<file path="src/sv/pol_pkg.sv">
package pol_pkg;

  localparam int CAPACITY  = 16;
  localparam int VAL_W     = 32;
  localparam int POS_W     = 5;
  localparam int KIND_W    = 3;
  localparam int ST_W      = 2;
  localparam int CNT_OUT_W = 5;
  localparam int CNT_W     = $clog2(CAPACITY + 1);
  localparam int IDX_W     = (CAPACITY > 1) ? $clog2(CAPACITY) : 1;
  localparam int CMP_W     = ((POS_W > CNT_W) ? POS_W : CNT_W) + 1;

  typedef enum logic [KIND_W-1:0] {
    KIND_PUSH_FRONT = 3'd0,
    KIND_PUSH_BACK  = 3'd1,
    KIND_POP_FRONT  = 3'd2,
    KIND_POP_BACK   = 3'd3,
    KIND_INSERT_AT  = 3'd4,
    KIND_REMOVE_AT  = 3'd5,
    KIND_READ_AT    = 3'd6,
    KIND_CLEAR      = 3'd7
  } kind_t;

  typedef enum logic [ST_W-1:0] {
    ST_OK     = 2'd0,
    ST_EMPTY  = 2'd1,
    ST_BADPOS = 2'd2,
    ST_FULL   = 2'd3
  } status_t;

  // Shift command broadcast to every cell
  typedef struct packed {
    logic             en;
    logic             ins;   // 1: open a slot at idx, 0: close the slot at idx
    logic [IDX_W-1:0] idx;
    logic [VAL_W-1:0] value;
  } cell_ctrl_t;

endpackage

</file>
<file path="src/sv/pol_if.sv">
interface pol_in_if import pol_pkg::*; ();
  logic                    valid;
  logic                    ready;
  logic [KIND_W-1:0]       kind;
  logic [POS_W-1:0]        position;
  logic signed [VAL_W-1:0] value;

  modport source (output valid, kind, position, value, input ready);
  modport sink (input valid, kind, position, value, output ready);
endinterface

interface pol_out_if import pol_pkg::*; ();
  logic                    valid;
  logic                    ready;
  logic signed [VAL_W-1:0] removed_value;
  logic [CNT_OUT_W-1:0]    entry_count;
  logic [ST_W-1:0]         status;

  modport source (output valid, removed_value, entry_count, status, input ready);
  modport sink (input valid, removed_value, entry_count, status, output ready);
endinterface

</file>
<file path="src/sv/pol_cell.sv">
module pol_cell import pol_pkg::*; (
  input  logic             clk,
  input  logic [IDX_W-1:0] cell_idx,
  input  cell_ctrl_t       ctrl,
  input  logic [VAL_W-1:0] left_data,
  input  logic [VAL_W-1:0] right_data,
  output logic [VAL_W-1:0] data
);

  logic [VAL_W-1:0] data_r;
  logic [VAL_W-1:0] data_nxt;

  always_comb begin
    data_nxt = data_r;
    if (ctrl.ins) begin
      if (cell_idx == ctrl.idx) begin
        data_nxt = ctrl.value;
      end else if (cell_idx > ctrl.idx) begin
        data_nxt = left_data;
      end
    end else if (cell_idx >= ctrl.idx) begin
      data_nxt = right_data;
    end
  end

  always_ff @(posedge clk) begin
    if (ctrl.en) begin
      data_r <= data_nxt;
    end
  end

  assign data = data_r;

endmodule

</file>
<file path="src/sv/positional_ordered_list.sv">
// Bounded ordered list of up to CAPACITY signed words, held in a row of cells.
// Every command (push/pop at either end, insert/remove/read at a 1-based
// position, clear) is applied at once: all cells compare their index with the
// target slot and shift left or right together, so a new beat is accepted
// every cycle while the result register can pass its beat on. Each command
// gives one result beat with the value removed or read, the new count and a
// status; a failed command leaves the list as it was.
module positional_ordered_list import pol_pkg::*; (
  input  logic      clk,
  input  logic      rst_n,
  pol_in_if.sink    in_ch,
  pol_out_if.source out_ch
);

  logic [VAL_W-1:0] cell_data [CAPACITY];
  logic [CNT_W-1:0] count_r;
  logic [CNT_W-1:0] count_nxt;

  logic                    out_valid_r;
  logic signed [VAL_W-1:0] out_value_r;
  logic [CNT_OUT_W-1:0]    out_count_r;
  status_t                 out_status_r;

  kind_t            kind;
  status_t          st;
  logic [VAL_W-1:0] res;
  logic             do_ins;
  logic             do_rem;
  logic             do_rd;
  logic [IDX_W-1:0] idx;
  logic [CMP_W-1:0] pos_c;
  logic [CMP_W-1:0] cnt_c;
  logic             full;
  logic             empty;
  logic             fire;
  cell_ctrl_t       ctrl;

  assign in_ch.ready = !out_valid_r || out_ch.ready;
  assign fire        = in_ch.valid && in_ch.ready;

  assign kind  = kind_t'(in_ch.kind);
  assign pos_c = CMP_W'(in_ch.position);
  assign cnt_c = CMP_W'(count_r);
  assign full  = (count_r == CNT_W'(CAPACITY));
  assign empty = (count_r == '0);

  always_comb begin
    st        = ST_OK;
    do_ins    = 1'b0;
    do_rem    = 1'b0;
    do_rd     = 1'b0;
    idx       = '0;
    count_nxt = count_r;
    case (kind)
      KIND_PUSH_FRONT, KIND_PUSH_BACK: begin
        if (full) begin
          st = ST_FULL;
        end else begin
          do_ins    = 1'b1;
          idx       = (kind == KIND_PUSH_BACK) ? IDX_W'(count_r) : '0;
          count_nxt = count_r + CNT_W'(1);
        end
      end
      KIND_POP_FRONT, KIND_POP_BACK: begin
        if (empty) begin
          st = ST_EMPTY;
        end else begin
          do_rem    = 1'b1;
          do_rd     = 1'b1;
          idx       = (kind == KIND_POP_BACK) ? IDX_W'(count_r - CNT_W'(1)) : '0;
          count_nxt = count_r - CNT_W'(1);
        end
      end
      KIND_INSERT_AT: begin
        if (full) begin
          st = ST_FULL;
        end else if (pos_c == '0 || pos_c > cnt_c + CMP_W'(1)) begin
          st = ST_BADPOS;
        end else begin
          do_ins    = 1'b1;
          idx       = IDX_W'(pos_c - CMP_W'(1));
          count_nxt = count_r + CNT_W'(1);
        end
      end
      KIND_REMOVE_AT, KIND_READ_AT: begin
        if (empty) begin
          st = ST_EMPTY;
        end else if (pos_c == '0 || pos_c > cnt_c) begin
          st = ST_BADPOS;
        end else begin
          do_rd = 1'b1;
          idx   = IDX_W'(pos_c - CMP_W'(1));
          if (kind == KIND_REMOVE_AT) begin
            do_rem    = 1'b1;
            count_nxt = count_r - CNT_W'(1);
          end
        end
      end
      KIND_CLEAR: begin
        count_nxt = '0;
      end
      default: begin
        count_nxt = count_r;
      end
    endcase
    res = do_rd ? cell_data[idx] : '0;
  end

  assign ctrl.en    = fire && (do_ins || do_rem);
  assign ctrl.ins   = do_ins;
  assign ctrl.idx   = idx;
  assign ctrl.value = in_ch.value;

  for (genvar i = 0; i < CAPACITY; i++) begin : g_cell
    logic [VAL_W-1:0] left_data;
    logic [VAL_W-1:0] right_data;
    if (i == 0) begin : g_first
      assign left_data = in_ch.value;
    end else begin : g_left
      assign left_data = cell_data[i-1];
    end
    if (i == CAPACITY - 1) begin : g_last
      assign right_data = cell_data[i];
    end else begin : g_right
      assign right_data = cell_data[i+1];
    end
    pol_cell u_cell (
      .clk        (clk),
      .cell_idx   (IDX_W'(i)),
      .ctrl       (ctrl),
      .left_data  (left_data),
      .right_data (right_data),
      .data       (cell_data[i])
    );
  end

  always_ff @(posedge clk) begin
    if (!rst_n) begin
      count_r     <= '0;
      out_valid_r <= 1'b0;
    end else begin
      if (fire) begin
        count_r     <= count_nxt;
        out_valid_r <= 1'b1;
      end else if (out_ch.ready) begin
        out_valid_r <= 1'b0;
      end
    end
  end

  // result beat payload
  always_ff @(posedge clk) begin
    if (fire) begin
      out_value_r  <= res;
      out_count_r  <= CNT_OUT_W'(count_nxt);
      out_status_r <= st;
    end
  end

  assign out_ch.valid         = out_valid_r;
  assign out_ch.removed_value = out_value_r;
  assign out_ch.entry_count   = out_count_r;
  assign out_ch.status        = out_status_r;

  a_count_bound: assert property (@(posedge clk) disable iff (!rst_n)
    count_r <= CNT_W'(CAPACITY))
    else $error("entry count above capacity");

  a_beat_follows: assert property (@(posedge clk) disable iff (!rst_n)
    fire |=> out_valid_r && out_count_r == CNT_OUT_W'(count_r))
    else $error("result beat missing or count mismatch");

  a_full_count: assert property (@(posedge clk) disable iff (!rst_n)
    out_valid_r && out_status_r == ST_FULL |-> out_count_r == CNT_OUT_W'(CAPACITY))
    else $error("full status with list not full");

  a_err_zero: assert property (@(posedge clk) disable iff (!rst_n)
    out_valid_r && out_status_r != ST_OK |-> out_value_r == '0)
    else $error("non-zero value on failed command");

  a_empty_count: assert property (@(posedge clk) disable iff (!rst_n)
    out_valid_r && out_status_r == ST_EMPTY |-> out_count_r == '0)
    else $error("empty status with entries present");

endmodule

</file>
<file path="src/flat_wrapper.sv">
// flat-port wrapper written by rule: the top's interface ports become plain ports
module positional_ordered_list_flat import pol_pkg::*;
  (clk, rst_n, in_ch_valid, in_ch_kind, in_ch_position, in_ch_value, in_ch_ready, out_ch_valid, out_ch_removed_value, out_ch_entry_count, out_ch_status, out_ch_ready);
  pol_in_if in_ch_i ();
  pol_out_if out_ch_i ();
  input  logic clk;
  input  logic rst_n;
  input wire logic [$bits(in_ch_i.valid)-1:0] in_ch_valid;
  input wire logic [$bits(in_ch_i.kind)-1:0] in_ch_kind;
  input wire logic [$bits(in_ch_i.position)-1:0] in_ch_position;
  input wire logic [$bits(in_ch_i.value)-1:0] in_ch_value;
  output wire logic [$bits(in_ch_i.ready)-1:0] in_ch_ready;
  output wire logic [$bits(out_ch_i.valid)-1:0] out_ch_valid;
  output wire logic [$bits(out_ch_i.removed_value)-1:0] out_ch_removed_value;
  output wire logic [$bits(out_ch_i.entry_count)-1:0] out_ch_entry_count;
  output wire logic [$bits(out_ch_i.status)-1:0] out_ch_status;
  input wire logic [$bits(out_ch_i.ready)-1:0] out_ch_ready;
  assign in_ch_i.valid = in_ch_valid;
  assign in_ch_i.kind = in_ch_kind;
  assign in_ch_i.position = in_ch_position;
  assign in_ch_i.value = in_ch_value;
  assign in_ch_ready = in_ch_i.ready;
  assign out_ch_valid = out_ch_i.valid;
  assign out_ch_removed_value = out_ch_i.removed_value;
  assign out_ch_entry_count = out_ch_i.entry_count;
  assign out_ch_status = out_ch_i.status;
  assign out_ch_i.ready = out_ch_ready;
  positional_ordered_list u_core (.clk(clk), .rst_n(rst_n), .in_ch(in_ch_i), .out_ch(out_ch_i));
endmodule
</file>
<file path="config.mk">
export PLATFORM = sky130hd
export DESIGN_NAME = positional_ordered_list_flat
export DESIGN_NICKNAME = d
export VERILOG_FILES = /design/src/sv/pol_pkg.sv /design/src/sv/pol_if.sv /design/src/sv/pol_cell.sv /design/src/sv/positional_ordered_list.sv /design/src/flat_wrapper.sv
export SDC_FILE = /design/constraint.sdc
export NUM_CORES = 1
export LEC_CHECK = 0
export BUFFER_PORTS_ARGS = -buffer_cell sky130_fd_sc_hd__buf_2
export CAP_MARGIN = 40
export CORE_ASPECT_RATIO = 1.2
export CORE_MARGIN = 2
export CORE_UTILIZATION = 60
export DETAILED_ROUTE_END_ITERATION = 10
export HOLD_SLACK_MARGIN = 0.1
export PLACE_DENSITY = 0.79
export SLEW_MARGIN = 20
export SYNTH_ARGS = -nofsm -noshare
export SYNTH_HDL_FRONTEND = slang
export SYNTH_SLANG_ARGS = --single-unit
</file>
<file path="constraint.sdc">
create_clock -name clk -period 6.85 [get_ports clk]
set_input_delay 1.0275 -clock clk [delete_from_list [all_inputs] [get_ports clk]]
set_output_delay 1.0275 -clock clk [all_outputs]
set_load 0.1 [all_outputs]
</file>
==> results of run 1 <==
layout make-up:
type,count,share of cell area
tap,712,0.02494
timing repair buffer,166,0.04105
clock buffer,72,0.04210
sequential,557,0.4665
multi-input combinational,2052,0.4183
inverter,18,0.001891
antenna,2,0.0001401
clock inverter,27,0.005078
per-stage QoR:
stage                     setup WS [ns]  utilization  cell area (um2)
final                             1.141       0.6631            35720
after global routing             0.8945       0.6630            35720
after floorplan                  0.4800            -            32860
after detailed placement          1.117       0.6291            33890
after CTS                         1.318       0.6604            35580
after global placement            1.243       0.6212            33470
state kept, by name (all words and copies together) (netlist names):
name	count
u_core.g_cell.u_cell.data	512
u_core.count_r	5
u_core.out_ch.valid	1
u_core.out_ch.removed_value	32
u_core.out_ch.status	2
u_core.out_ch.entry_count	5
critical path: cells and delay by family (launching register included):
| family | cells | cell delay [ns] |
|---|---|---|
| AO/OA/AOI/OAI | 5 | 1.87 |
| buffers and inverters | 4 | 1.59 |
| adder cells (fa/ha/maj) | 2 | 0.70 |
| flip-flops | 1 | 0.48 |
| AND/OR/NAND/NOR | 2 | 0.43 |
| multiplexers | 1 | 0.32 |
report_power, final:
part           internal, W  total, W  switching (W)
Combinational     0.000620   0.00184        0.00122
Sequential         0.00409   0.00427       0.000176
Clock              0.00161   0.00293        0.00132
Total              0.00633   0.00904        0.00272
how the worst min path moves through the flow:
| stage | endpoint | startpoint | slack [ns] | depth (start not counted) |
|---|---|---|---|---|
| floorplan | u_core.g_cell[15].u_cell.data[10] | u_core.g_cell[14].u_cell.data[10] | 0.55 | 1 |
| global placement | u_core.out_ch.valid | u_core.out_ch.valid | 0.50 | 2 |
| detailed placement | u_core.out_ch.valid | u_core.out_ch.valid | 0.51 | 2 |
| CTS | u_core.out_ch.valid | u_core.out_ch.valid | 0.52 | 2 |
| global route | u_core.out_ch.valid | u_core.out_ch.valid | 0.55 | 2 |
| finish | u_core.out_ch.valid | u_core.out_ch.valid | 0.52 | 2 |
synth_stat cells (4+ instances only):
cell type / count / area share
mux2i_1: 704 / 0.21
edfxtp_1: 551 / 0.50
nor2_1: 475 / 0.054
a21oi_1: 437 / 0.067
buf_2: 148 / 0.023
o22ai_1: 134 / 0.026
clkbuf_1: 75 / 0.0086
mux2_2: 49 / 0.017
a21oi_2: 32 / 0.0085
o41a_1: 32 / 0.011
buf_6: 25 / 0.0086
nand2_1: 20 / 0.0023
inv_1: 17 / 0.0019
mux2_1: 15 / 0.0051
o21ai_0: 14 / 0.0021
buf_4: 13 / 0.0030
ha_1: 12 / 0.0046
nand3_1: 10 / 0.0015
a31oi_1: 6 / 0.0011
dfxtp_1: 6 / 0.0037
nor3_1: 6 / 0.00091
xnor2_1: 6 / 0.0016
and3_1: 5 / 0.00095
buf_1: 4 / 0.00046
nand2b_1: 4 / 0.00076
nor4b_4: 4 / 0.0029
o21ai_1: 4 / 0.00061
or3_1: 4 / 0.00076
routing by layer:
layer  routed length, um  vias up
met5                   0        -
met4                4411        0
met3                9208      314
met2               43980     1437
met1               35840    11820
li1                    -    10820
logic make-up (layout without fill, tap and decap cells):
kind of cell / after synthesis / in the layout / share of synthesized area
multiplexers: 768 / 768 / 0.2364
flip-flops: 557 / 557 / 0.5071
other: 0 / 2 / 0
XOR/XNOR: 8 / 8 / 0.002132
AO/OA/AOI/OAI: 695 / 695 / 0.1281
AND/OR/NAND/NOR: 569 / 569 / 0.07653
adder cells (fa/ha/maj): 12 / 12 / 0.004569
buffers and inverters: 283 / 283 / 0.04515
==> run metrics, run 1 <==
status finished clean; Synth warnings 0; Iteration-0 DRC Markers 3,364; post-route minimum period approximately 5.7 ns; CTS Hold Bufs 0; Max transition margin 0.3439; Vias approximately 24,000; startpoint types flip-flop; met3 Usage GRT 0.06713; core area 0.05388 mm2; dominant synthesized flop cell edfxtp_1; slowest library cell on the worst path a21oi_4; IO Pins 85; PostCTS Resize Cnt 0; worst IR drop on VDD 0.0002070 V; commonest non-fill, non-tap cell in the layout mux2i_1; GRT Total Usage 0.3229; nets 2,907; Reg2Reg Depth 14; register area 0.01667 mm2; postcts setup bufs 0; GRT busiest layer met2; drc violations 0; first-pass GRT wire length 140,500 um; total gr overflow 0; Hold Path Class reg -> reg; Worst-Margin Slew 0.9841 ns; total of max-cap violations 0; Max Fanout on Critical Path 45; # rows 93; Post-Syn Area 0.03286 mm2; Layout area overhead 8.708%; Overall Power 0.009044 W; Vias per Instance 6.762; kind of critical path reg -> reg; Final GP Congestion 0.8927; #FFs+latches synth 557; Post-synth EDFFs 551; Final setup viols 0; fillcell total about 4,000; met1 Use GR 0.4210; final wirelength roughly 93,000 um; most frequent cells in the layout mux2i_1, edfxtp_1, nor2_1; multi-input combinational cell area 0.01494 mm2; Min Hold Slack 0.5160 ns; pin count of the biggest net entering global routing 291; period utilization 0.8335; hpwl dp about 57,000 um; H-tree depth 2; Clk pin slew, worst setup/hold paths 0.07 ns; power per cell area 253.2 mW/mm2; CTS max path bufs 3; Worst setup endpoint u_core.out_ch.removed_value[27]; Max Slew Vio Count 0; Fmax 175.2 MHz; CTS tree done; LEAKAGE 14.18 nW; Synth cell types 78; CP cell instances inv_1 > ha_1 > inv_1 > ha_1 > and3b_4 > a2111oi_4 > o311ai_4 > nand3_1 > a21oi_4 > buf_4 > buf_4 > mux2i_1 > o22ai_1 > o41a_1; initial core utilization 0.6100; CP arrival 6.08 ns; DRT antenna net count 0; asr flop ratio synth 0; synthesized area per cell 11.36 um2; clk root buf clkbuf_16; WL/cell 25.91 um; Net Count, Synth 2,948; Worst R2R End u_core.out_ch.removed_value[27]; setup TNS 0 ns; CP endpoint kind flip-flop; vias in the first global route 23,550; Post-Synthesis Cells 2,892; flop-to-flop setup slack between 1 and 1.5 ns; width of the chip ~220 um; CP Data Required Time 7.22 ns; Worst R2R Start u_core.count_r[0]; CP max stage delay between 0.7 and 0.8 ns; share of layout cells above drive strength 1 0.1321; # placed instances 3,499; CTS sink count 557; crit path from u_core.count_r[0]; clk_lat worst skew between 0.6 and 0.7 ns; Non-Filler Instances 3,606; Global Route met2 Usage 0.5194; initial antenna violation count 1; number of CTS-inserted buffers 56; Final Hold Fails 0; port bufs 84; sequential share of the synthesized area 0.5071; RSZ-0062 raised after global routing no; die area 0.05667 mm2; Setup Skew ~0.019 ns; DR pass1 iterations 6; die height 260.4 um
No activity file was read; power rests on OpenSTA's default activity.
==> run 2: changes to the inputs <==
- CORE_UTILIZATION: 60 -> 58
- PLACE_DENSITY: 0.79 -> 0.8
- clock period: 6.85 -> 4.82 ns (I/O delays scaled with it)
==> run metrics, run 2 (same netlist as run 1, synthesis figures left out) <==
# rows 95 (+2.2%); Worst Hold End u_core.out_ch.valid; Fmax 215.7 MHz (+23%); hpwl dp 61,250 um (+7.6%); DRT antenna net count 0 (unchanged); fillcell total 4,028 (+1.9%); Final Hold Fails 0 (unchanged); drc violations 0 (unchanged); Max transition margin 0.4801 (+0.1362); Max Fanout on Critical Path 29 (-36%); Gate power share 0.201 (-0.002); CTS max path bufs 3 (unchanged); Hold Path Class in -> reg; final wirelength 100,200 um (+7.2%); Max Slew Vio Count 0 (unchanged); GRT Total Usage 0.3299 (+0.006952); Vias per Instance 6.835 (+1.1%); number of CTS-inserted buffers 57 (+1.8%); Reg2Reg Depth 16 (+2); total gr overflow 0 (unchanged); delay-heaviest family, CP buffers and inverters; initial core utilization 0.5870 (-0.02298); Min Hold Slack 0.3174 ns (-0.1986 ns); slowest library cell on the worst path dfxtp_1; vias in the first global route 24,440 (+3.8%); CP endpoint kind flip-flop; pin count of the biggest net entering global routing 109 (-63%); initial antenna violation count 9 (+8); CTS sink count 557 (unchanged); CP cell instances inv_1 > ha_1 > inv_1 > ha_1 > and3b_4 > a2111oi_4 > o211ai_2 > nand3_1 > a21oi_4 > buf_12 > buf_12 > buf_12 > nor3_4 > buf_4 > mux2i_1 > a21oi_1; nets 2,967 (+2.1%); register area 0.01667 mm2 (unchanged); Iteration-0 DRC Markers 3,558 (+5.8%); setup TNS 0 ns (unchanged); Final setup viols 0 (unchanged); status finished clean; CP arrival 4.99 ns (-1.09 ns); clk_lat worst skew 0.65 ns (+0.02 ns); hold depth 3 (+1); WL/cell 27.13 um (+4.7%); Layout area overhead 11.74%; width of the chip 221.3 um (+1.7%); worst IR drop on VDD 0.0003065 V (+48%); clk root buf clkbuf_16; Reg power frac 0.445 (-0.027); Worst-Margin Slew 0.7739 ns (-0.2103 ns); Final GP Congestion 0.8823 (-1.2%); startpoint types flip-flop; hold path startpoint in_ch_valid; kind of critical path reg -> reg; Buf/Inv on CP 6 (+2); CTS tree done; LEAKAGE 14.69 nW (+3.6%); period utilization 0.9618 (+0.1283); die height 264.8 um (+1.7%); internal power 0.009552 W (+51%); Vias 25,240 (+3.5%); CP max stage delay 0.54 ns (-0.18 ns); multi-input combinational cell area 0.01495 mm2 (about the same); Clk pin slew, worst setup/hold paths 0.07 ns (about the same); Worst R2R End u_core.g_cell[3].u_cell.data[24]; first-pass GRT wire length 148,400 um (+5.6%); IO Pins 85 (unchanged); number of flip-flops in the largest register 512 (unchanged); most frequent cells in the layout mux2i_1, edfxtp_1, nor2_1; share of layout cells above drive strength 1 0.1554 (+0.02332); flop-to-flop setup slack 0.18 ns (-0.96 ns); Clock Power Share 0.353 (+0.029); RSZ-0062 raised after global routing no; CP Data Required Time 5.17 ns (-2.05 ns); Worst R2R Start u_core.count_r[0]; DR pass1 iterations 8 (+2); total of max-cap violations 0 (unchanged); switching share of power 0.2997 (-0.0008640); port bufs 84 (unchanged); commonest non-fill, non-tap cell in the layout mux2i_1; net switching power 0.004088 W (+50%); Setup Skew 0.02599 ns (+0.006811 ns); post-route minimum period 4.636 ns (-1.073 ns); power per cell area 371.5 mW/mm2 (+47%); cell with the most instances on the worst path buf_12; H-tree depth 2 (unchanged); die area 0.05859 mm2 (+3.4%); core area 0.05598 mm2 (+3.9%)
## run 2: cell types whose count changed in the layout (fill, tap and decap cells not counted), sizes merged
cell      delta
clkinvlp     +1
clkinv       +7
diode        +4
inv          +1
bufinv       +9
buf         +57
clkbuf       -7
## run 2: repair_timing
item / in CTS / in global routing
endpoints found under the setup margin: 0 / 57
buffers inserted: 0 / 1
endpoints found under the hold margin: 0 / 0
resized for setup: 0 / 3
hold buffers: 0 / 0
## run 2: final cells by class
type / count / area share
clock inverter: 45 / 0.01435
sequential: 557 / 0.4539
clock buffer: 63 / 0.04004
inverter: 18 / 0.001942
tap: 727 / 0.02477
antenna: 6 / 0.0004089
multi-input combinational: 2052 / 0.4071
timing repair buffer: 225 / 0.05748
## run 2: how the worst max path moves through the flow
stage / start / end / cells past startpoint
final: u_core.count_r[0] / u_core.g_cell[3].u_cell.data[24] / 16
after global routing: u_core.count_r[0] / u_core.g_cell[11].u_cell.data[31] / 14
after CTS: u_core.count_r[0] / u_core.g_cell[11].u_cell.data[17] / 14
after detailed placement: u_core.count_r[0] / u_core.g_cell[11].u_cell.data[17] / 14
after global placement: u_core.count_r[0] / u_core.g_cell[11].u_cell.data[17] / 14
after floorplan: u_core.count_r[0] / u_core.g_cell[5].u_cell.data[0] / 13
## run 2: worst register-to-register path: cells and delay by family (launching register included)
| kind | cells | cell delay, ns |
|---|---|---|
| buf+inv | 6 | 1.21 |
| fa+ha+maj | 2 | 0.71 |
| simple gates | 3 | 0.72 |
| compound gates | 4 | 0.90 |
| mux | 1 | 0.27 |
| flops | 1 | 0.54 |
## run 2: per-stage QoR
| step | total power, W | util | cells | setup WS, ns | cell area [um2] |
|---|---|---|---|---|---|
| floorplan | 0.007933 | - | 2892 | 0.01888 | 32900 |
| global placement | 0.008709 | 0.6181 | 3574 | 0.3693 | 34610 |
| detailed placement | 0.008817 | 0.6187 | 3576 | 0.1410 | 34640 |
| CTS | 0.01358 | 0.6544 | 3684 | 0.1363 | 36640 |
| global route | 0.01399 | 0.6558 | 3691 | 0.01955 | 36720 |
| finish | 0.01364 | 0.6559 | 3693 | 0.1840 | 36720 |
## run 2: routing by layer
layer  part of all wire  vias to the layer above  global-route usage
li1                   -                    10950                   -
met1               0.37                    12350              0.4181
met2               0.48                     1581              0.5378
met3               0.10                      360             0.06373
met4              0.054                        6              0.1758
met5            0.00040                        -                   0
## run 2: power groups by stage
stage	clock [W]	combinational, W	sequential, W
floorplan	0	0.00164	0.00630
global placement	0	0.00257	0.00614
detailed placement	0	0.00266	0.00616
CTS	0.00484	0.00268	0.00606
global route	0.00501	0.00288	0.00610
finish	0.00482	0.00275	0.00608
